## config.mk

```make
export PLATFORM = sky130hd
export DESIGN_NAME = stepper_wave_drive_ramp_flat
export DESIGN_NICKNAME = d
export VERILOG_FILES = /design/src/swdr_pkg.sv /design/src/swdr_tick_if.sv /design/src/swdr_res_if.sv /design/src/swdr_cfg_if.sv /design/src/swdr_target.sv /design/src/swdr_step.sv /design/src/stepper_wave_drive_ramp.sv /design/src/flat_wrapper.sv
export SDC_FILE = /design/constraint.sdc
export NUM_CORES = 1
export LEC_CHECK = 0
export BUFFER_PORTS_ARGS = -buffer_cell sky130_fd_sc_hd__buf_2
export CAP_MARGIN = 20
export CORE_ASPECT_RATIO = 2
export CORE_MARGIN = 2
export CORE_UTILIZATION = 40
export DETAILED_ROUTE_END_ITERATION = 7
export PLACE_DENSITY_LB_ADDON = 0.25
export SLEW_MARGIN = 20
export SYNTH_ARGS = -nofsm -noshare
export SYNTH_HDL_FRONTEND = slang
export SYNTH_SLANG_ARGS = --single-unit
export TNS_END_PERCENT = 20
```

## constraint.sdc

```tcl
create_clock -name clk -period 5.29 [get_ports clk]
set_clock_uncertainty 0.1 [all_clocks]
set_input_delay 0.2645 -clock clk [delete_from_list [all_inputs] [get_ports clk]]
set_output_delay 0.2645 -clock clk [all_outputs]
set_load 0.01 [all_outputs]
```

## src/swdr_pkg.sv

```systemverilog
package swdr_pkg;

  localparam int PERIOD_W   = 6;
  localparam int SPEED_W    = 7;
  localparam int COIL_W     = 4;
  localparam int PHASE_W    = 2;
  localparam int CFG_IDX_W  = 4;
  localparam int CFG_DATA_W = 7;

  // full scale of the speed register
  localparam int unsigned SPEED_FULL = 100;
  // x / 100 == (x * 5243) >> 19 for every x below 40000
  localparam int unsigned RECIP       = 5243;
  localparam int unsigned RECIP_SHIFT = 19;

  typedef enum logic [CFG_IDX_W-1:0] {
    CFG_SPEED_PERCENT  = 4'd0,
    CFG_ROTATE_FORWARD = 4'd1
  } cfg_reg_t;

  typedef logic [COIL_W-1:0] coil_t;

  // one-hot wave drive order, forward direction
  localparam coil_t WAVE_TABLE [4] = '{4'h1, 4'h2, 4'h4, 4'h8};

  typedef struct packed {
    logic [PERIOD_W-1:0] target_period;
    logic                rotate_forward;
  } drive_cfg_t;

  typedef struct packed {
    coil_t coil_pattern;
    logic  step_taken;
  } step_res_t;

endpackage

```

## src/swdr_tick_if.sv

```systemverilog
interface swdr_tick_if;
  logic valid;
  logic ready;
  logic tick;

  modport source (output valid, output tick, input ready);
  modport sink   (input valid, input tick, output ready);
endinterface

```

## src/swdr_res_if.sv

```systemverilog
interface swdr_res_if;
  logic       valid;
  logic       ready;
  logic [3:0] coil_pattern;
  logic       step_taken;

  modport source (output valid, output coil_pattern, output step_taken, input ready);
  modport sink   (input valid, input coil_pattern, input step_taken, output ready);
endinterface

```

## src/swdr_cfg_if.sv

```systemverilog
interface swdr_cfg_if;
  logic       valid;
  logic       ready;
  logic [3:0] index;
  logic [6:0] data;

  modport source (output valid, output index, output data, input ready);
  modport sink   (input valid, input index, input data, output ready);
endinterface

```

## src/swdr_target.sv

```systemverilog
module swdr_target
  import swdr_pkg::*;
#(
  parameter int MIN_PERIOD_MS = 2,
  parameter int MAX_PERIOD_MS = 50
) (
  input  logic       clk,
  input  logic       rst,
  swdr_cfg_if.sink   cfg_ch,
  output drive_cfg_t drive_cfg
);

  localparam int unsigned SPAN   = MAX_PERIOD_MS - MIN_PERIOD_MS;
  localparam int unsigned K      = SPAN * RECIP;
  localparam int          PROD_W = SPEED_W + RECIP_SHIFT;
  localparam logic [PERIOD_W-1:0] MAX_P = PERIOD_W'(MAX_PERIOD_MS);
  localparam logic [SPEED_W-1:0]  FULL  = SPEED_W'(SPEED_FULL);

  logic [SPEED_W-1:0]  speed_sat;
  logic [PROD_W-1:0]   prod;
  logic [PERIOD_W-1:0] target_next;
  logic [PERIOD_W-1:0] target_period;
  logic                rotate_forward;

  assign cfg_ch.ready = 1'b1;

  // saturate, then scale by span/100 with a constant reciprocal
  assign speed_sat   = (cfg_ch.data > FULL) ? FULL : cfg_ch.data;
  assign prod        = PROD_W'(speed_sat) * PROD_W'(K);
  assign target_next = MAX_P - PERIOD_W'(prod >> RECIP_SHIFT);

  always_ff @(posedge clk) begin
    if (rst) begin
      target_period  <= MAX_P;
      rotate_forward <= 1'b1;
    end else if (cfg_ch.valid && cfg_ch.ready) begin
      if (cfg_ch.index == CFG_SPEED_PERCENT) begin
        target_period <= target_next;
      end else if (cfg_ch.index == CFG_ROTATE_FORWARD) begin
        rotate_forward <= cfg_ch.data[0];
      end
    end
  end

  assign drive_cfg.target_period  = target_period;
  assign drive_cfg.rotate_forward = rotate_forward;

  a_target_range: assert property (@(posedge clk) disable iff (rst)
    target_period >= PERIOD_W'(MIN_PERIOD_MS) && target_period <= MAX_P)
    else $error("target period outside min..max");

endmodule

```

## src/swdr_step.sv

```systemverilog
module swdr_step
  import swdr_pkg::*;
#(
  parameter int MIN_PERIOD_MS = 2,
  parameter int MAX_PERIOD_MS = 50
) (
  input  logic       clk,
  input  logic       rst,
  input  logic       accept,
  input  logic       tick,
  input  drive_cfg_t drive_cfg,
  output step_res_t  step_res
);

  localparam logic [PERIOD_W-1:0] MIN_P = PERIOD_W'(MIN_PERIOD_MS);
  localparam logic [PERIOD_W-1:0] MAX_P = PERIOD_W'(MAX_PERIOD_MS);

  logic [PERIOD_W-1:0] current_period;
  logic [PERIOD_W-1:0] ticks_remaining;
  logic [PHASE_W-1:0]  phase_index;
  coil_t               coil_output;

  logic                due;
  logic [PERIOD_W-1:0] period_next;
  logic [PERIOD_W-1:0] wait_len;
  logic [PHASE_W-1:0]  phase_sel;
  coil_t               coil_next;

  assign due = tick && (ticks_remaining == '0);

  // one ms toward the target at each step
  always_comb begin
    if (current_period < drive_cfg.target_period) begin
      period_next = current_period + 1'b1;
    end else if (current_period > drive_cfg.target_period) begin
      period_next = current_period - 1'b1;
    end else begin
      period_next = current_period;
    end
  end

  // reverse order is 3 - phase, which is the bitwise complement
  assign phase_sel = drive_cfg.rotate_forward ? phase_index : ~phase_index;
  assign coil_next = WAVE_TABLE[phase_sel];
  assign wait_len  = (period_next < MIN_P) ? MIN_P : period_next;

  always_ff @(posedge clk) begin
    if (rst) begin
      current_period  <= MAX_P;
      ticks_remaining <= '0;
      phase_index     <= '0;
      coil_output     <= '0;
    end else if (accept && tick) begin
      if (due) begin
        current_period  <= period_next;
        coil_output     <= coil_next;
        phase_index     <= phase_index + 1'b1;
        ticks_remaining <= wait_len - 1'b1;
      end else begin
        ticks_remaining <= ticks_remaining - 1'b1;
      end
    end
  end

  assign step_res.coil_pattern = due ? coil_next : coil_output;
  assign step_res.step_taken   = due;

  a_step_onehot: assert property (@(posedge clk) disable iff (rst)
    step_res.step_taken |-> $onehot(step_res.coil_pattern))
    else $error("step pattern not one-hot");

  a_countdown: assert property (@(posedge clk) disable iff (rst)
    accept && tick && !due |=> ticks_remaining == $past(ticks_remaining) - 1'b1)
    else $error("wait countdown slipped");

  a_period_floor: assert property (@(posedge clk) disable iff (rst)
    current_period >= MIN_P)
    else $error("period below minimum");

endmodule

```

## src/stepper_wave_drive_ramp.sv

```systemverilog
// result: the result item of an accepted tick item is registered and offered in the next cycle
// throughput: one item per cycle while the result side is ready; the step counter and ramp update in a single pass
// the result register frees itself in the cycle it is taken, so input stays ready
// reset (rst, synchronous): coils off, period at max, first tick steps,
// speed 0 and forward direction
module stepper_wave_drive_ramp
  import swdr_pkg::*;
#(
  parameter int MIN_PERIOD_MS = 2,
  parameter int MAX_PERIOD_MS = 50
) (
  input  logic        clk,
  input  logic        rst,
  swdr_tick_if.sink   tick_ch,
  swdr_res_if.source  res_ch,
  swdr_cfg_if.sink    cfg_ch
);

  // register file and target period, worked out when speed is written
  drive_cfg_t drive_cfg;
  // combinational result of the item at the input
  step_res_t  step_res;
  // result register
  step_res_t  res_q;
  logic       res_valid;
  logic       accept;

  // a waiting result does not block the input if it leaves this cycle
  assign tick_ch.ready = !res_valid || res_ch.ready;
  assign accept        = tick_ch.valid && tick_ch.ready;

  swdr_target #(
    .MIN_PERIOD_MS (MIN_PERIOD_MS),
    .MAX_PERIOD_MS (MAX_PERIOD_MS)
  ) u_target (
    .clk       (clk),
    .rst       (rst),
    .cfg_ch    (cfg_ch),
    .drive_cfg (drive_cfg)
  );

  // countdown, ramp, phase and coil state
  swdr_step #(
    .MIN_PERIOD_MS (MIN_PERIOD_MS),
    .MAX_PERIOD_MS (MAX_PERIOD_MS)
  ) u_step (
    .clk       (clk),
    .rst       (rst),
    .accept    (accept),
    .tick      (tick_ch.tick),
    .drive_cfg (drive_cfg),
    .step_res  (step_res)
  );

  // output stage: valid cleared by reset, payload loaded on accept only
  always_ff @(posedge clk) begin
    if (rst) begin
      res_valid <= 1'b0;
    end else if (accept) begin
      res_valid <= 1'b1;
    end else if (res_ch.ready) begin
      res_valid <= 1'b0;
    end
  end

  always_ff @(posedge clk) begin
    if (accept) begin
      res_q <= step_res;
    end
  end

  assign res_ch.valid        = res_valid;
  assign res_ch.coil_pattern = res_q.coil_pattern;
  assign res_ch.step_taken   = res_q.step_taken;

  a_result_follows: assert property (@(posedge clk) disable iff (rst)
    accept |=> res_valid && res_q == $past(step_res))
    else $error("accepted item has no result");

endmodule

```

## src/flat_wrapper.sv

```systemverilog
// flat-port wrapper written by rule: the top's interface ports become plain ports
module stepper_wave_drive_ramp_flat import swdr_pkg::*;
#(
  parameter int MIN_PERIOD_MS = 2,
  parameter int MAX_PERIOD_MS = 50
)
  (clk, rst, tick_ch_valid, tick_ch_tick, tick_ch_ready, res_ch_valid, res_ch_coil_pattern, res_ch_step_taken, res_ch_ready, cfg_ch_valid, cfg_ch_index, cfg_ch_data, cfg_ch_ready);
  swdr_tick_if tick_ch_i ();
  swdr_res_if res_ch_i ();
  swdr_cfg_if cfg_ch_i ();
  input  logic clk;
  input  logic rst;
  input wire logic [$bits(tick_ch_i.valid)-1:0] tick_ch_valid;
  input wire logic [$bits(tick_ch_i.tick)-1:0] tick_ch_tick;
  output wire logic [$bits(tick_ch_i.ready)-1:0] tick_ch_ready;
  output wire logic [$bits(res_ch_i.valid)-1:0] res_ch_valid;
  output wire logic [$bits(res_ch_i.coil_pattern)-1:0] res_ch_coil_pattern;
  output wire logic [$bits(res_ch_i.step_taken)-1:0] res_ch_step_taken;
  input wire logic [$bits(res_ch_i.ready)-1:0] res_ch_ready;
  input wire logic [$bits(cfg_ch_i.valid)-1:0] cfg_ch_valid;
  input wire logic [$bits(cfg_ch_i.index)-1:0] cfg_ch_index;
  input wire logic [$bits(cfg_ch_i.data)-1:0] cfg_ch_data;
  output wire logic [$bits(cfg_ch_i.ready)-1:0] cfg_ch_ready;
  assign tick_ch_i.valid = tick_ch_valid;
  assign tick_ch_i.tick = tick_ch_tick;
  assign tick_ch_ready = tick_ch_i.ready;
  assign res_ch_valid = res_ch_i.valid;
  assign res_ch_coil_pattern = res_ch_i.coil_pattern;
  assign res_ch_step_taken = res_ch_i.step_taken;
  assign res_ch_i.ready = res_ch_ready;
  assign cfg_ch_i.valid = cfg_ch_valid;
  assign cfg_ch_i.index = cfg_ch_index;
  assign cfg_ch_i.data = cfg_ch_data;
  assign cfg_ch_ready = cfg_ch_i.ready;
  stepper_wave_drive_ramp #(.MIN_PERIOD_MS(MIN_PERIOD_MS), .MAX_PERIOD_MS(MAX_PERIOD_MS)) u_core (.clk(clk), .rst(rst), .tick_ch(tick_ch_i), .res_ch(res_ch_i), .cfg_ch(cfg_ch_i));
endmodule
```

Yosys cells after proc, flatten, opt, wreduce, memory -nomap -nowiden:

Index checks and enable logic that the tools add are counted.

* add/subtract/negate cells: 6
* multipliers: 1
* div/mod/pow operators: 0
* order comparisons: 5
* equality and inequality tests: 1
* shift-type cells: 0
* mux-type cells: 12
* bitwise gates (word level): 3
* reduce and logical (&&, ||, !) cells: 11

Operator list (count)
* $mux 6: 4
* $mul 7x14->21 const B: 1
* $sub 6x1->6 const B: 3
* $mux 4: 3
* $bmux 4 s2: 1
* $gt 7x7->1 const B: 1
* $mux 7: 1
* $add 6x1->6 const B: 1
* $gt 6x6->1: 1
* $logic_not 6->1: 1
* $lt 6x2->1 const B: 1
* $lt 6x6->1: 1
* $sub 6x6->6 const A: 1
* $eq 4x1->1 const B: 1
* $logic_not 4->1: 1
* $reduce_and 2->1: 2
* $ge 3x3->1 const B: 1
* $logic_and 1x1->1: 3
* $not 2->3: 1
* $reduce_and 3->1: 1
* $add 2x1->2 const B: 1
* $mux 1: 2
* $mux 2: 1
* $not 2->2: 1
* 4 further kinds: 4

* register bits after elaboration: 31
* latch bits: 0
* bits in writable memories: 0
* memory bits (read-only): 0
* input port bits: 17
* output and inout port bits: 8
* word-level logic and storage cells: 48
* memories: 0

Longest topological paths before layout:

* depth after elaboration: 7
* depth in mapped cells: 22
* mapped depth without buffers: 22

By module:

A second synthesis with hierarchy kept.

* cell total of the unflattened synthesis: 444
* area, all modules: 3788.6 um^2

By module, submodules not included
* swdr_target: times used 1, cells each 248, area an instance 2173.3 um^2, sequential area each 140.1 um^2
* swdr_step: times used 1, cells each 186, area an instance 1410.1 um^2, sequential area each 360.3 um^2
* stepper_wave_drive_ramp: times used 1, cells each 10, area an instance 205.2 um^2, sequential area each 170.2 um^2

Least setup slack after synthesis:

OpenSTA, ideal clock, no wires.

* path kind: in2reg
* from: in cfg_ch_data[4]
* to: reg u_core.u_target.target_period[5]
* arrival: 5060 ps
* path slack: -1 ps
* stages: 21
* buffers on the path: 0
* cell sequence: o311ai_0 -> and2_1 -> inv_1 -> fa_1 -> fa_1 -> inv_1 -> fa_1 -> inv_1 -> fa_1 -> inv_1 -> ha_1 -> nand3_1 -> nand3_1 -> a2111o_1 -> a31oi_2 -> o211ai_1 -> and3b_1 -> a31oi_1 -> or3b_1 -> xnor2_1 -> o211ai_1

* longest elaborated chain between the ends: 4

Ends and longest elaborated chain
* start: declaration: RTL line flat_wrapper.sv:22 `input wire logic [$bits(cfg_ch_i.data)-1:0] cfg_ch_data;`
* $gt 7x7->1: RTL line swdr_target.sv:28 `assign speed_sat = (cfg_ch.data > FULL) ? FULL : cfg_ch.data;`
* $mux 7 (*): RTL line swdr_target.sv:28
* $mul 7x14->21 (*): RTL line swdr_target.sv:29 `assign prod = PROD_W'(speed_sat) * PROD_W'(K);`
* $sub 6x6->6 (*): RTL line swdr_target.sv:30 `assign target_next = MAX_P - PERIOD_W'(prod >> RECIP_SHIFT);`
* end signal: assignment: RTL line swdr_target.sv:38 `target_period <= target_next;`
* end: declaration: RTL line swdr_target.sv:22 `logic [PERIOD_W-1:0] target_period;`

Every way passes the cells marked *; elsewhere a longest branch is shown, timed or not.
A chain may end at the register's enable or synchronous reset.

Worst setup path after layout:

* from: in cfg_ch_data[3]
* to: reg u_core.u_target.target_period[5]

Same word-level chain as after synthesis.

==> results by group <==
Outcome
  • Result of the run: complete, no violations

Drt
  • Count of routing violations after the opening detailed-route iteration: 96
  • Via count of the routed design: 3086
  • Final routed DRC violation total: 0
  • Routed via count divided by cell count: 5.358
  • Antenna viol nets, final: 0
  • WL/cell: 15.08 um
  • Final Routed Wirelength: 8685 um
  • Number of search-and-repair iterations in the first detailed-routing pass: 4

CTS
  • Insertion delay of the later-clocked pin in the worst-skew pair: 0.28 ns
  • Number of buffers created by CTS: 5
  • Clock sink total: 31
  • Buffer type at the clock tree root: clkbuf_16
  • TritonCTS clock tree: yes
  • Max Buffers Root-to-Sink: 2
  • CTS H-Tree Depth: 2
  • Clock transition at the registers of the reported paths: 0.05 ns

Min path
  • Type of the worst min-delay path: in2reg
  • Worst hold stages: 3
  • Startpoint of the most critical hold path: tick_ch_valid
  • Hold-critical path endpoint: u_core.res_ch.valid$_SDFFE_PP0P_

Timing
  • Final period demand of the worst path: 5.096 ns
  • Maximum frequency from static timing analysis: 196.2 MHz
  • Count of final max-slew check failures: 0
  • Final Hold Vio Count: 0
  • Post-route fraction of the period consumed by the critical path: 96.34%
  • Final hold slack: 0.1445 ns
  • Slew @ Worst Pin: 0.8494 ns
  • Relative slew margins: 41.91%
  • Setup-failing EPs final: 0

Critical path
  • R2R Path Start: u_core.u_step.current_period[3]$_SDFFE_PP0P_
  • Depth of the worst register-to-register path: 9
  • Type of the setup path with the least slack: in2reg
  • Required time at the endpoint of the critical path: 5.33 ns
  • WP data arrival: 5.14 ns
  • Worst R2R Setup Slack: 1.72 ns
  • Startpoint of the most critical setup path: cfg_ch_data[3]
  • Worst-path fanout max: 4
  • Worst reg2reg endpoint: u_core.u_step.ticks_remaining[3]$_SDFFE_PP0P_
  • Element type at the critical path end: flip-flop
  • CP startpoint kind: primary input

Final layout
  • Area of combinational cells with multiple inputs: 0.002741 sq mm
  • Share of cells above drive strength 1: 25.42%
  • Area growth from synthesis to layout: 25.74%
  • Filler Cells Inserted: 789
  • Diodes inserted: 0
  • Final instance count without filler cells: 576
  • Reg area: 670.6 sq um
  • Nets@finish: 568

Flow run
  • Number of maximum-capacitance constraint violations: 0

Global route
  • Global-route wire length before repair: 14100 um
  • Number of antenna violations at the first check in global routing: 0
  • Via count of the first global-routing pass: 3239
  • Maximum number of pins on one net before global-route repair: 20
  • Global-route usage over all layers: 18.62%
  • Residual overflow from global routing: 0

Place
  • Placed Instances: 556
  • Gp weighted congestion: 0.9440
  • Number of I/O port buffers: 23
  • Detail Placement HPWL: 7182 um

Logic synthesis
  • Fraction of post-synthesis cell area in the top cell type by area: 19.15%
  • Number of distinct library cells after synthesis: 61
  • Yosys warning count: 0
  • Number of instances in the synthesized netlist: 415
  • Post-synthesis instance area: 0.003528 sq mm
  • Share of synthesized area occupied by flip-flops and latches: 19.01%
  • Cell accounting for the most synthesized area: ha_1
  • Number of enable-type register cells in the synthesized netlist: 5
  • Largest cells by area after synthesis: ha_1 19%, dfxtp_1 15%, fa_1 12%, inv_1 6.6%, edfxtp_1 4.3%
  • Mapped Avg Cell Area: 8.502 sq um
  • #FFs+latches synth: 31
  • Proportion of synthesized flip-flops having asynchronous set or reset: 0%
  • Main synth FF type: dfxtp_1
  • Net count after synthesis: 508

Pwr
  • Power per cell area: 478.9 mW/mm^2
  • Overall power: 2.125 mW
  • Static Leakage: 2.063 nW
  • Worst VDD drop: 0.0001911 V

Floorplan
  • Horiz. Die Dim: 70.41 um
  • Initial cell density of the core: 41.08%
  • Number of top-level design ports: 25
  • Overall die area: 0.009634 sq mm
  • Rows: 48
  • Placeable core region: 0.008588 sq mm
  • Die Ht: 136.8 um
[cells in the mapped netlist, drive strengths merged, types with 2 or more instances]
| cell type | n |
|---|---|
| a2111oi | 5 |
| a211o | 3 |
| a211oi | 8 |
| a21o | 3 |
| a21oi | 23 |
| a31oi | 9 |
| and2 | 8 |
| and3 | 3 |
| and4b | 2 |
| clkbuf | 14 |
| dfxtp | 26 |
| edfxtp | 5 |
| fa | 22 |
| ha | 54 |
| inv | 62 |
| mux2i | 3 |
| nand2 | 32 |
| nand2b | 4 |
| nand3 | 11 |
| nor2 | 36 |
| nor2b | 5 |
| nor3 | 9 |
| nor4 | 2 |
| nor4b | 2 |
| o211ai | 5 |
| o21a | 2 |
| o21ai | 12 |
| or2 | 2 |
| or3 | 5 |
| xnor2 | 16 |
| xor2 | 2 |
[how the worst max path moves through the flow]
| stage | end | slack, ns | cells past startpoint |
|---|---|---|---|
| after global routing | u_core.u_target.target_period[5]$_SDFFE_PP1P_ | -0.02 | 23 |
| after floorplan | u_core.u_target.target_period[5]$_SDFFE_PP1P_ | 0.07 | 19 |
| final | u_core.u_target.target_period[5]$_SDFFE_PP1P_ | 0.19 | 23 |
| after detailed placement | u_core.u_target.target_period[5]$_SDFFE_PP1P_ | -0.45 | 20 |
| after global placement | u_core.u_target.target_period[5]$_SDFFE_PP1P_ | -0.31 | 20 |
| after CTS | u_core.u_target.target_period[5]$_SDFFE_PP1P_ | 0.007 | 20 |
[metrics by stage]
step	TNS, ns	util, %	setup slack (ns)	instance area [sq um]
global route	-0.01827	51.66	-0.01827	4437
global placement	-0.4700	46.05	-0.3091	3955
detailed placement	-0.6965	46.05	-0.4473	3955
finish	0	51.66	0.1937	4437
CTS	0	48.85	0.006696	4195
floorplan	0	-	0.06873	3528
[critical path: stages]
cell and delay (ns):
buf_2 0.13, o311ai_4 0.26, and2_4 0.21, inv_2 0.04
fa_1 0.50, fa_1 0.57, inv_2 0.04, fa_1 0.48
inv_2 0.04, fa_1 0.51, inv_2 0.04, ha_4 0.27
nand3_2 0.09, a21oi_4 0.18, o31a_1 0.23, a31oi_4 0.11
o211ai_1 0.28, buf_4 0.16, buf_4 0.09, nor2_1 0.03
or3b_1 0.36, xnor2_1 0.15, o211ai_1 0.11
[state kept, by name, summed over array words and instances, names as in the netlist]
| signal | cells |
|---|---|
| u_core.u_step.phase_index | 2 |
| u_core.res_ch.valid | 1 |
| u_core.u_step.ticks_remaining | 6 |
| u_core.u_step.current_period | 6 |
| u_core.u_step.coil_output | 4 |
| u_core.u_target.rotate_forward | 1 |
| u_core.u_target.target_period | 6 |
| u_core.res_ch.coil_pattern | 4 |
| u_core.res_ch.step_taken | 1 |
[layout make-up]
class	instances	area share, %
Clock buffer	6	2.905
Timing Repair Buffer	68	10.77
Tap cell	100	2.820
Multi-Input combinational cell	307	61.79
Inverter	62	5.245
Clock inverter	2	1.354
Sequential cell	31	15.12
[cell families (layout without fill, tap and decap cells)]
logic type                 Yosys count  in the layout  synth area share (%)
AOI/OAI and AO/OA                   81             81                 16.70
xor gates and xnor gates            18             18                 4.894
adders and majority gates           76             76                 31.63
buffers and inverters               77            138                 8.333
DFF                                 31             31                 19.01
muxes                                3              3                0.8511
other                                1              1                0.1063
and+or+nand+nor                    128            128                 18.48
[metal layers]
| metal | global-route usage, % | vias up | part of all wire [%] |
|---|---|---|---|
| li1 | - | 1541 | - |
| met1 | 14.71 | 1447 | 32 |
| met2 | 39.10 | 65 | 59 |
| met3 | 1.399 | 33 | 2.0 |
| met4 | 14.53 | 0 | 7.4 |
| met5 | 0 | - | 0 |
[layout by cell type, fill, tap and decap left out, types with 12 or more instances in the layout]
cell and instances:
buf_4 45, ha_1 47, buf_2 19, a21oi_1 20, inv_1 52, o21ai_0 12, nand2_1 31, nor2_1 36
dfxtp_1 26, fa_1 20, xnor2_1 14
[report_power, final]
part / internal (mW) / switching [mW] / total (mW)
registers: 0.261 / 0.0128 / 0.274
logic: 0.732 / 0.748 / 1.48
clock network: 0.270 / 0.101 / 0.371
[repair_timing]
action | in CTS | in global routing
pin swaps | 5 | 31
hold buffers | 0 | 0
buffers inserted | 5 | 7
setup endpoints to repair | 1 | 2
gates resized for setup | 3 | 46
Note: power is estimated with default switching activity, not from simulation.
